**config.mk**
```make
export PLATFORM = sky130hd
export DESIGN_NAME = path_event_point_trigger_core
export DESIGN_NICKNAME = d
export VERILOG_FILES = /design/src/rtl/core/pept_pkg.sv /design/src/rtl/core/path_event_point_trigger_core.sv /design/src/rtl/core/pept_queue.sv /design/src/rtl/core/pept_front.sv /design/src/rtl/core/pept_back.sv
export VERILOG_INCLUDE_DIRS = /design/src /design/src/rtl/core
export SDC_FILE = /design/constraint.sdc
export NUM_CORES = 1
export LEC_CHECK = 0
export ABC_AREA = 1
export BUFFER_PORTS_ARGS = -buffer_cell sky130_fd_sc_hd__buf_2
export CAP_MARGIN = 20
export CORE_ASPECT_RATIO = 1.25
export CORE_MARGIN = 3
export CORE_UTILIZATION = 60
export CTS_CLUSTER_SIZE = 24
export DETAILED_ROUTE_END_ITERATION = 16
export PLACE_DENSITY = 0.78
export RECOVER_POWER = 100
export REMOVE_ABC_BUFFERS = 1
export SLEW_MARGIN = 5
export SYNTH_ARGS = -nofsm -noshare
export SYNTH_HDL_FRONTEND = slang
export SYNTH_SLANG_ARGS = --single-unit
```
**constraint.sdc**
```tcl
create_clock -name clock -period 6.3 [get_ports clock]
set_clock_uncertainty 0.05 [all_clocks]
set_input_delay 0.315 -clock clock [delete_from_list [all_inputs] [get_ports clock]]
set_output_delay 0.315 -clock clock [all_outputs]
set_load 0.05 [all_outputs]
```
**src/rtl/core/path_event_point_trigger_core_defines.svh**
```systemverilog
// Assertion macros for the path event point trigger RTL, used by the back part.
`ifndef PATH_EVENT_POINT_TRIGGER_CORE_DEFINES_SVH
`define PATH_EVENT_POINT_TRIGGER_CORE_DEFINES_SVH

`ifndef SYNTHESIS

`define PEPT_ASSERT(label, prop, msg) \
   label: assert property (@(posedge clock) disable iff (reset) prop) else $error(msg);

`define PEPT_ASSERT_NEVER(label, cond, msg) \
   label: assert property (@(posedge clock) disable iff (reset) !(cond)) else $error(msg);

`else

`define PEPT_ASSERT(label, prop, msg)

`define PEPT_ASSERT_NEVER(label, cond, msg)

`endif

`endif

```
**src/rtl/core/pept_pkg.sv**
```systemverilog
// Types and constants shared by the path event point trigger modules.
`default_nettype none

package pept_pkg;

   // Operation codes of an input word
   typedef enum logic [1:0] {
      OP_POSITION = 2'd0,
      OP_RESET    = 2'd1,
      OP_LOAD     = 2'd2,
      OP_NONE     = 2'd3
   } op_type;

   // Fire modes
   localparam logic [1:0] MODE_ALWAYS  = 2'd0;
   localparam logic [1:0] MODE_FORWARD = 2'd1;
   localparam logic [1:0] MODE_REVERSE = 2'd2;

   // Field widths fixed by the ports
   localparam int DIST_PORT_BITS = 24;
   localparam int DIST_WORD_BITS = 32;
   localparam int SLOT_BITS      = 4;
   localparam int LIMIT_BITS     = 9;
   localparam int ID_BITS        = 4;
   localparam int PASSED_BITS    = 5;
   localparam int COUNT_BITS     = 5;

   localparam logic [PASSED_BITS-1:0] PASSED_NONE = 5'h1F;

   // Register index decoded from paddr[2]
   localparam logic CSR_POINT_COUNT = 1'b0;

   typedef struct packed {
      op_type                        op;
      logic [DIST_WORD_BITS-1:0]     distance;
      logic                          reverse;
      logic [SLOT_BITS-1:0]          slot;
      logic [1:0]                    fire_mode;
      logic signed [LIMIT_BITS-1:0]  fire_limit;
      logic [ID_BITS-1:0]            point_id;
   } work_type;

   typedef struct packed {
      logic     valid;
      work_type word;
   } q_word_type;

   typedef enum logic {
      BK_IDLE = 1'b0,
      BK_SCAN = 1'b1
   } back_state_type;

endpackage

`default_nettype wire

```
**src/rtl/core/path_event_point_trigger_core.sv**
```systemverilog
// Top level of the path event point trigger: register port, front, queue and back.
//
//   channel   ports                  handshake
//   input     start, req_*           taken when start is high and busy is low
//   result    rsp_valid, rsp_*       one cycle per word, cannot be held off
//   config    psel/penable/pwrite    written in the access cycle, pready always high
//
// With the back part idle, a load word passes through the queue register and then the result register.
// A position or reset word scans the table through one registered memory read
// port, one slot per cycle, and stops at the first hit or after point_count
// slots (count held to the table size).
// The two-entry queue takes new words while the back part scans; busy is high when it is full.
// Reset clears control state and the passed slot; table entries are undefined until loaded.
`default_nettype none

module path_event_point_trigger_core #(
   parameter int MAX_POINTS    = 16,
   parameter int DISTANCE_BITS = 24
) (
   input  wire                                      clock,
   input  wire                                      reset,
   input  wire                                      start,
   output logic                                     busy,
   input  wire  [1:0]                               req_operation,
   input  wire  [pept_pkg::DIST_PORT_BITS-1:0]      req_distance,
   input  wire                                      req_reverse,
   input  wire  [pept_pkg::SLOT_BITS-1:0]           req_slot,
   input  wire  [1:0]                               req_fire_mode,
   input  wire signed [pept_pkg::LIMIT_BITS-1:0]    req_fire_limit,
   input  wire  [pept_pkg::ID_BITS-1:0]             req_point_id,
   output logic                                     rsp_valid,
   output logic                                     rsp_fired,
   output logic [pept_pkg::ID_BITS-1:0]             rsp_fired_id,
   output logic [pept_pkg::DIST_PORT_BITS-1:0]      rsp_fired_distance,
   output logic [pept_pkg::PASSED_BITS-1:0]         rsp_passed_slot,
   input  wire                                      psel,
   input  wire                                      penable,
   input  wire                                      pwrite,
   input  wire  [2:0]                               paddr,
   input  wire  [31:0]                              pwdata,
   output logic [31:0]                              prdata,
   output logic                                     pready
);
   import pept_pkg::*;

   logic [COUNT_BITS-1:0] point_count_ff, point_count_in;
   logic                  csr_write;
   logic                  csr_index;
   logic                  queue_full;
   logic                  pop;
   q_word_type            push;
   q_word_type            head;

   assign pready    = 1'b1;
   assign csr_index = paddr[2];
   assign csr_write = psel && penable && pwrite && pready;

   always_comb begin
      point_count_in = point_count_ff;
      if (csr_write && (csr_index == CSR_POINT_COUNT)) begin
         point_count_in = pwdata[COUNT_BITS-1:0];
      end
      prdata = (csr_index == CSR_POINT_COUNT) ? 32'(point_count_ff) : '0;
   end

   always_ff @(posedge clock) begin
      if (reset) begin
         point_count_ff <= '0;
      end else begin
         point_count_ff <= point_count_in;
      end
   end

   pept_front #(
      .MAX_POINTS    (MAX_POINTS),
      .DISTANCE_BITS (DISTANCE_BITS)
   ) u_front (
      .start          (start),
      .busy           (busy),
      .req_operation  (req_operation),
      .req_distance   (req_distance),
      .req_reverse    (req_reverse),
      .req_slot       (req_slot),
      .req_fire_mode  (req_fire_mode),
      .req_fire_limit (req_fire_limit),
      .req_point_id   (req_point_id),
      .queue_full     (queue_full),
      .push           (push)
   );

   pept_queue u_queue (
      .clock (clock),
      .reset (reset),
      .push  (push),
      .full  (queue_full),
      .pop   (pop),
      .head  (head)
   );

   pept_back #(
      .MAX_POINTS    (MAX_POINTS),
      .DISTANCE_BITS (DISTANCE_BITS)
   ) u_back (
      .clock              (clock),
      .reset              (reset),
      .point_count        (point_count_ff),
      .head               (head),
      .pop                (pop),
      .rsp_valid          (rsp_valid),
      .rsp_fired          (rsp_fired),
      .rsp_fired_id       (rsp_fired_id),
      .rsp_fired_distance (rsp_fired_distance),
      .rsp_passed_slot    (rsp_passed_slot)
   );

endmodule

`default_nettype wire

```
**src/rtl/core/pept_queue.sv**
```systemverilog
// Two-entry queue between the front and back parts.
`default_nettype none

module pept_queue (
   input  wire                  clock,
   input  wire                  reset,
   input  pept_pkg::q_word_type push,
   output logic                 full,
   input  wire                  pop,
   output pept_pkg::q_word_type head
);
   import pept_pkg::*;

   work_type   entry_ff [2];
   logic       wr_ptr_ff, wr_ptr_in;
   logic       rd_ptr_ff, rd_ptr_in;
   logic [1:0] count_ff, count_in;
   logic       do_push, do_pop;

   assign full       = (count_ff == 2'd2);
   assign do_push    = push.valid && !full;
   assign do_pop     = pop && (count_ff != 2'd0);
   assign head.valid = (count_ff != 2'd0);
   assign head.word  = entry_ff[rd_ptr_ff];

   always_comb begin
      wr_ptr_in = do_push ? !wr_ptr_ff : wr_ptr_ff;
      rd_ptr_in = do_pop ? !rd_ptr_ff : rd_ptr_ff;
      count_in  = count_ff;
      if (do_push && !do_pop) begin
         count_in = count_ff + 2'd1;
      end else if (do_pop && !do_push) begin
         count_in = count_ff - 2'd1;
      end
   end

   always_ff @(posedge clock) begin
      if (reset) begin
         wr_ptr_ff <= 1'b0;
         rd_ptr_ff <= 1'b0;
         count_ff  <= 2'd0;
      end else begin
         wr_ptr_ff <= wr_ptr_in;
         rd_ptr_ff <= rd_ptr_in;
         count_ff  <= count_in;
      end
   end

   always_ff @(posedge clock) begin
      if (do_push) begin
         entry_ff[wr_ptr_ff] <= push.word;
      end
   end

endmodule

`default_nettype wire

```
**src/rtl/core/pept_front.sv**
```systemverilog
// Front part: takes input words, classifies them and pushes them to the queue.
`default_nettype none

module pept_front #(
   parameter int MAX_POINTS    = 16,
   parameter int DISTANCE_BITS = 24
) (
   input  wire                                       start,
   output logic                                      busy,
   input  wire  [1:0]                                req_operation,
   input  wire  [pept_pkg::DIST_PORT_BITS-1:0]       req_distance,
   input  wire                                       req_reverse,
   input  wire  [pept_pkg::SLOT_BITS-1:0]            req_slot,
   input  wire  [1:0]                                req_fire_mode,
   input  wire signed [pept_pkg::LIMIT_BITS-1:0]     req_fire_limit,
   input  wire  [pept_pkg::ID_BITS-1:0]              req_point_id,
   input  wire                                       queue_full,
   output pept_pkg::q_word_type                      push
);
   import pept_pkg::*;

   logic [DISTANCE_BITS-1:0] dist_masked;
   logic                     slot_in_range;
   op_type                   op;

   assign busy          = queue_full;
   assign dist_masked   = DISTANCE_BITS'(req_distance);
   assign slot_in_range = ({3'b000, req_slot} < 7'(MAX_POINTS));

   always_comb begin
      case (req_operation)
         OP_POSITION: op = OP_POSITION;
         OP_RESET:    op = OP_RESET;
         // drop loads aimed past the table
         OP_LOAD:     op = slot_in_range ? OP_LOAD : OP_NONE;
         default:     op = OP_NONE;
      endcase
   end

   always_comb begin
      push.valid           = start && !queue_full;
      push.word.op         = op;
      push.word.distance   = DIST_WORD_BITS'(dist_masked);
      push.word.reverse    = req_reverse;
      push.word.slot       = req_slot;
      push.word.fire_mode  = req_fire_mode;
      push.word.fire_limit = req_fire_limit;
      push.word.point_id   = req_point_id;
   end

endmodule

`default_nettype wire

```
**src/rtl/core/pept_back.sv**
```systemverilog
// Back part: point table memory, slot scan, fire decision and result register.
`default_nettype none

`include "path_event_point_trigger_core_defines.svh"

module pept_back #(
   parameter int MAX_POINTS    = 16,
   parameter int DISTANCE_BITS = 24
) (
   input  wire                                      clock,
   input  wire                                      reset,
   input  wire  [pept_pkg::COUNT_BITS-1:0]          point_count,
   input  pept_pkg::q_word_type                     head,
   output logic                                     pop,
   output logic                                     rsp_valid,
   output logic                                     rsp_fired,
   output logic [pept_pkg::ID_BITS-1:0]             rsp_fired_id,
   output logic [pept_pkg::DIST_PORT_BITS-1:0]      rsp_fired_distance,
   output logic [pept_pkg::PASSED_BITS-1:0]         rsp_passed_slot
);
   import pept_pkg::*;

   localparam int IDX_BITS = (MAX_POINTS > 1) ? $clog2(MAX_POINTS) : 1;
   localparam int CNT_BITS = $clog2(MAX_POINTS + 1);

   // point table
   logic [DISTANCE_BITS-1:0]    mem_dist_ff [MAX_POINTS];
   logic [1:0]                  mem_mode_ff [MAX_POINTS];
   logic signed [LIMIT_BITS-1:0] mem_rem_ff [MAX_POINTS];
   logic [ID_BITS-1:0]          mem_id_ff   [MAX_POINTS];

   logic [DISTANCE_BITS-1:0]     rd_dist_ff;
   logic [1:0]                   rd_mode_ff;
   logic signed [LIMIT_BITS-1:0] rd_rem_ff;
   logic [ID_BITS-1:0]           rd_id_ff;

   back_state_type          state_ff, state_in;
   work_type                cur_ff, cur_in;
   logic [CNT_BITS-1:0]     left_ff, left_in;
   logic [IDX_BITS-1:0]     addr_ff, addr_in;
   logic                    rd_v_ff, rd_v_in;
   logic [IDX_BITS-1:0]     rd_idx_ff, rd_idx_in;
   logic                    lp_valid_ff, lp_valid_in;
   logic [IDX_BITS-1:0]     lp_idx_ff, lp_idx_in;

   logic                    rsp_valid_ff, rsp_valid_in;
   logic                    rsp_fired_ff, rsp_fired_in;
   logic [ID_BITS-1:0]      rsp_fired_id_ff, rsp_fired_id_in;
   logic [DIST_PORT_BITS-1:0] rsp_fired_dist_ff, rsp_fired_dist_in;
   logic [PASSED_BITS-1:0]  rsp_passed_ff, rsp_passed_in;

   logic [6:0]                   count_wide;
   logic [6:0]                   count_sat;
   logic [CNT_BITS-1:0]          n_points;
   logic [DISTANCE_BITS-1:0]     pos;
   logic                         hit;
   logic                         allow;
   logic                         rd_en;
   logic                         wr_all;
   logic                         wr_rem;
   logic [IDX_BITS-1:0]          wr_addr;
   logic signed [LIMIT_BITS-1:0] wr_rem_data;
   logic                         finish;

   // clamp the count to the table size
   assign count_wide = {2'b00, point_count};
   assign count_sat  = (count_wide > 7'(MAX_POINTS)) ? 7'(MAX_POINTS) : count_wide;
   assign n_points   = CNT_BITS'(count_sat);

   assign pos   = cur_ff.distance[DISTANCE_BITS-1:0];
   assign hit   = cur_ff.reverse ? (pos < rd_dist_ff) : (pos > rd_dist_ff);
   assign allow = (rd_mode_ff == MODE_ALWAYS) ||
                  ((rd_mode_ff == MODE_FORWARD) && !cur_ff.reverse) ||
                  ((rd_mode_ff == MODE_REVERSE) && cur_ff.reverse);

   always_comb begin
      state_in          = state_ff;
      cur_in            = cur_ff;
      left_in           = left_ff;
      addr_in           = addr_ff;
      rd_v_in           = 1'b0;
      rd_idx_in         = rd_idx_ff;
      rd_en             = 1'b0;
      lp_valid_in       = lp_valid_ff;
      lp_idx_in         = lp_idx_ff;
      pop               = 1'b0;
      wr_all            = 1'b0;
      wr_rem            = 1'b0;
      wr_addr           = rd_idx_ff;
      wr_rem_data       = rd_rem_ff - 9'sd1;
      finish            = 1'b0;
      rsp_fired_in      = 1'b0;
      rsp_fired_id_in   = '0;
      rsp_fired_dist_in = '0;
      case (state_ff)
         BK_IDLE: begin
            if (head.valid) begin
               pop = 1'b1;
               case (head.word.op)
                  OP_LOAD: begin
                     wr_all  = 1'b1;
                     wr_addr = IDX_BITS'(head.word.slot);
                     finish  = 1'b1;
                  end
                  OP_POSITION, OP_RESET: begin
                     cur_in   = head.word;
                     left_in  = n_points;
                     addr_in  = head.word.reverse ? '0 : IDX_BITS'(n_points - 1'b1);
                     state_in = BK_SCAN;
                  end
                  default: begin
                     finish = 1'b1;
                  end
               endcase
            end
         end
         BK_SCAN: begin
            if (rd_v_ff && hit) begin
               finish   = 1'b1;
               state_in = BK_IDLE;
               if (cur_ff.op == OP_RESET) begin
                  lp_valid_in = 1'b1;
                  lp_idx_in   = rd_idx_ff;
               end else if (!lp_valid_ff || (rd_idx_ff != lp_idx_ff)) begin
                  lp_valid_in = 1'b1;
                  lp_idx_in   = rd_idx_ff;
                  if (allow && (rd_rem_ff != '0)) begin
                     rsp_fired_in      = 1'b1;
                     rsp_fired_id_in   = rd_id_ff;
                     rsp_fired_dist_in = DIST_PORT_BITS'(rd_dist_ff);
                     // negative count is unlimited
                     wr_rem            = !rd_rem_ff[LIMIT_BITS-1];
                  end
               end
            end else if (left_ff == '0) begin
               finish   = 1'b1;
               state_in = BK_IDLE;
               if (cur_ff.op == OP_RESET) begin
                  lp_valid_in = 1'b0;
               end
            end else begin
               rd_en     = 1'b1;
               rd_v_in   = 1'b1;
               rd_idx_in = addr_ff;
               left_in   = left_ff - 1'b1;
               addr_in   = cur_ff.reverse ? (addr_ff + 1'b1) : (addr_ff - 1'b1);
            end
         end
         default: begin
            state_in = BK_IDLE;
         end
      endcase
      rsp_valid_in  = finish;
      rsp_passed_in = lp_valid_in ? PASSED_BITS'(lp_idx_in) : PASSED_NONE;
   end

   always_ff @(posedge clock) begin
      if (reset) begin
         state_ff     <= BK_IDLE;
         rd_v_ff      <= 1'b0;
         lp_valid_ff  <= 1'b0;
         rsp_valid_ff <= 1'b0;
         rsp_fired_ff <= 1'b0;
      end else begin
         state_ff     <= state_in;
         rd_v_ff      <= rd_v_in;
         lp_valid_ff  <= lp_valid_in;
         rsp_valid_ff <= rsp_valid_in;
         rsp_fired_ff <= rsp_fired_in;
      end
   end

   always_ff @(posedge clock) begin
      cur_ff            <= cur_in;
      left_ff           <= left_in;
      addr_ff           <= addr_in;
      rd_idx_ff         <= rd_idx_in;
      lp_idx_ff         <= lp_idx_in;
      rsp_fired_id_ff   <= rsp_fired_id_in;
      rsp_fired_dist_ff <= rsp_fired_dist_in;
      rsp_passed_ff     <= rsp_passed_in;
   end

   // table write and registered read
   always_ff @(posedge clock) begin
      if (wr_all) begin
         mem_dist_ff[wr_addr] <= head.word.distance[DISTANCE_BITS-1:0];
         mem_mode_ff[wr_addr] <= head.word.fire_mode;
         mem_id_ff[wr_addr]   <= head.word.point_id;
      end
      if (wr_all || wr_rem) begin
         mem_rem_ff[wr_addr] <= wr_all ? head.word.fire_limit : wr_rem_data;
      end
      if (rd_en) begin
         rd_dist_ff <= mem_dist_ff[addr_ff];
         rd_mode_ff <= mem_mode_ff[addr_ff];
         rd_rem_ff  <= mem_rem_ff[addr_ff];
         rd_id_ff   <= mem_id_ff[addr_ff];
      end
   end

   assign rsp_valid          = rsp_valid_ff;
   assign rsp_fired          = rsp_fired_ff;
   assign rsp_fired_id       = rsp_fired_id_ff;
   assign rsp_fired_distance = rsp_fired_dist_ff;
   assign rsp_passed_slot    = rsp_passed_ff;

   `PEPT_ASSERT(a_scan_end_gives_word,
      ((state_ff == BK_SCAN) && (state_in == BK_IDLE)) |=> rsp_valid_ff,
      "scan ended without a result word")
   `PEPT_ASSERT(a_fire_records_slot,
      rsp_fired_ff |-> (rsp_valid_ff && (rsp_passed_slot != PASSED_NONE)),
      "fired without a recorded passed slot")
   `PEPT_ASSERT(a_read_data_requested, rd_v_ff |-> $past(rd_en),
      "compare on read data that was never requested")
   `PEPT_ASSERT_NEVER(a_scan_within_table,
      (state_ff == BK_SCAN) && (left_ff > CNT_BITS'(MAX_POINTS)),
      "scan runs past the table")

endmodule

`default_nettype wire
```
==> flow_metrics.tcl <==
set metrics [dict create \
    outcome "finished, violations left" \
    violations "capacitance limit, slew limit" \
    synth_common_cells "edfxtp_1, nor2_1, nand2_1" \
    ys_seq_elements 847 \
    drc 0 \
    grt.total_usage 0.2538 \
    place_area_sq_um 34400 \
    crit_type "flop to flop" \
    cts_num_sinks 847 \
    route.met2.wl_um 38910 \
    io-pin-count 156 \
    worstMarginPinSlew_ns 3.294 \
    power_mw 17.25 \
    powerDensity_nw_per_um2 463.3 \
    finalSetupViolCount 0 \
    slew_violations 385 \
    cp.required_ns 6.61 \
    via_per_inst 6.165 \
    start_util 0.6123 \
    drive_gt1_frac 0.07039 \
    h-tree-depth 3 \
    path_common_cell "clkbuf_1" \
    place_inst 3082 \
    syn_area_per_cell_sq_um 14.09 \
    wl_met1_um 27600 \
    cp_max_fo 42 \
    max_stage_delay_ns 2.19 \
    grt_pass1_wl_um 113100 \
    top_layer "met4" \
    num_antenna_cells 0 \
    wl_per_cell_um 22.94 \
    die_w_um 216.6 \
    dieArea_sq_um 58310 \
    relSlewSlack -1.196 \
    path_cells "clkbuf_1 -> inv_1 -> clkbuf_1 -> o211ai_1 -> nand2_1" \
    critical-path-slowest-cell "clkbuf_1" \
    fp.coreArea_sq_um 54320 \
    clockRootBuffer "clkbuf_16" \
    wl_met3_um 5963 \
    async_flop_share 0 \
    synth_top_area_frac 0.7178 \
    synth_edf_count 795 \
    cts_setup_buffers 0 \
    dpl.hpwl_um 41000 \
    grt_pass1_vias 20230 \
    place.gp.congestion 0.8775 \
    p_leak_nw 12.76 \
    finalWirelength_um 75330 \
    ir_drop_mv 0.4174 \
    die_h_um 269.2 \
    yosysSeqAreaShare 0.7491 \
    synth.cell_area_sq_um 33260 \
    synth_ff_type "edfxtp_1" \
    synth_area_leaders "edfxtp_1, nor2_1, mux2i_1" \
    portBuffers 98 \
    fin_crit_ns 5.699 \
    cap_violations 10 \
    clk_pin_slew_ns 0.07 \
    cts_tree "built" \
    cts_buffers 78 \
    crit_arrival_ns 6.01 \
    final_cell_area_sq_um 37220 \
    final_hold_viol_count 0 \
    syn_inst 2360 \
    drtIter0Drc 2573 \
    synth.most_common_cell "edfxtp_1" \
    cp-end-kind "flop" \
    yosys_warnings 0 \
    cts_buffer_depth 3 \
    grt_setup_unrepaired "false" \
    vias 20250 \
    dr.pass1.iters 6 \
    hold_path_class "input pin to flop" \
    grt_overflow_total 0 \
    clk_latency_ns 0.63 \
    fin_nets 2615 \
    yosysTopAreaCell "edfxtp_1" \
    grt_max_degree 247 \
    antenna_found_initial 1 \
    final_cells 3284 \
    cp-start-kind "flop" \
    ant_nets 0 \
    fin_crit_sh 0.9046 \
    synth_cell_type_count 44 \
    rows 95 \
    areaGrowthSynthToFinish_pct 11.91 \
    fmax_mhz 175.5 \
]
cells in the final DEF (no fill, tap or decap), types with 31 or more instances in the layout:
cell           Yosys  routed
edfxtp_1         795     795
nor2_1           331     318
nand2_1          250     252
o21ai_0          187     190
clkbuf_1          92     124
mux2i_1          115     115
o221ai_1         114     114
clkbuf_16          0      81
inv_1             74      74
dfxtp_1           52      52
dlygate4sd3_1      0      52
nand3_1           47      48
a21oi_1           40      40
o211ai_1          35      35
o32ai_1           34      34
ha_1              31      31
final timing paths:
kind              slack (ns)               start                endpoint  cells past startpoint
setup reg to reg        0.60   u_back.addr_ff[3]     u_back.rd_rem_ff[5]                      5
hold reg to reg         0.42  u_back.rd_id_ff[1]  u_back.rsp_fired_id[1]                      2
setup / recovery        0.60   u_back.addr_ff[3]     u_back.rd_rem_ff[5]                      5
hold / removal          0.13            paddr[2]       point_count_ff[1]                      4
state kept, by name, indices dropped and copies added, names as in the netlist, 5 cells and up, named ones only:
name and count:
u_back.mem_id_ff 64, u_back.rsp_passed_slot 5, u_back.rd_rem_ff 9, u_back.mem_dist_ff 384, u_back.rsp_fired_distance 24, u_back.cur_ff 27
u_back.mem_mode_ff 32, u_back.mem_rem_ff 144, u_queue.entry_ff 92, point_count_ff 5, u_back.left_ff 5, u_back.rd_dist_ff 24
cell families after synthesis:
kind of cell | after synthesis | share of synthesized area
flops | 847 | 0.7491
simple gates | 667 | 0.08032
compound gates | 435 | 0.08626
xor+xnor | 13 | 0.003423
other cells | 2 | 0.0002258
fa+ha+maj | 32 | 0.01226
buf+inv | 249 | 0.03386
mux | 115 | 0.03461
metal layers:
metal / GRT usage / up-vias
li1: - / 8989
met1: 0.3194 / 9910
met2: 0.4436 / 1151
met3: 0.03300 / 197
met4: 0.1105 / 0
met5: 0 / -
layout make-up:
class / instances / area [sq um]
multi-input cells: 1290 / 7410
clock buffers: 109 / 2162
clock inverters: 32 / 241.5
repair buffers: 196 / 1267
fillers: 3503 / 17100
flip-flops and latches: 847 / 24910
inverters: 83 / 316.6
well taps: 727 / 909.6
worst max-delay path, delay by kind of cell, from the launching register on:
kind | cells | cell delay, ns
DFF | 1 | 0.32
and+or+nand+nor | 1 | 0.11
buffers and inverters | 3 | 4.45
AOI/OAI and AO/OA | 1 | 0.48
repair_timing:
item | CTS | global route
hold buffers | 52 | 0
resized for setup | 0 | 0
hold endpoints to repair | 101 | 0
setup endpoints to repair | 0 | 0
stage by stage:
step | setup TNS [ns] | hold WS (ns) | setup slack [ns] | utilization
after floorplan | -226.26 | 0.3341 | -5.559 | -
after global placement | 0 | 0.3802 | 1.664 | 0.6333
after detailed placement | 0 | 0.3919 | 1.514 | 0.6333
after CTS | 0 | 0.07459 | 1.498 | 0.6871
after global routing | 0 | 0.1591 | 0.6322 | 0.6852
final | 0 | 0.1327 | 0.6008 | 0.6852
power by group:
part	internal, mW	leakage [nW]	switching, mW	total, mW
logic	1.39	3.95	3.77	5.16
registers	7.43	7.64	0.195	7.62
clock network	2.52	1.18	1.94	4.46
Note: power is estimated with default switching activity, not from simulation.
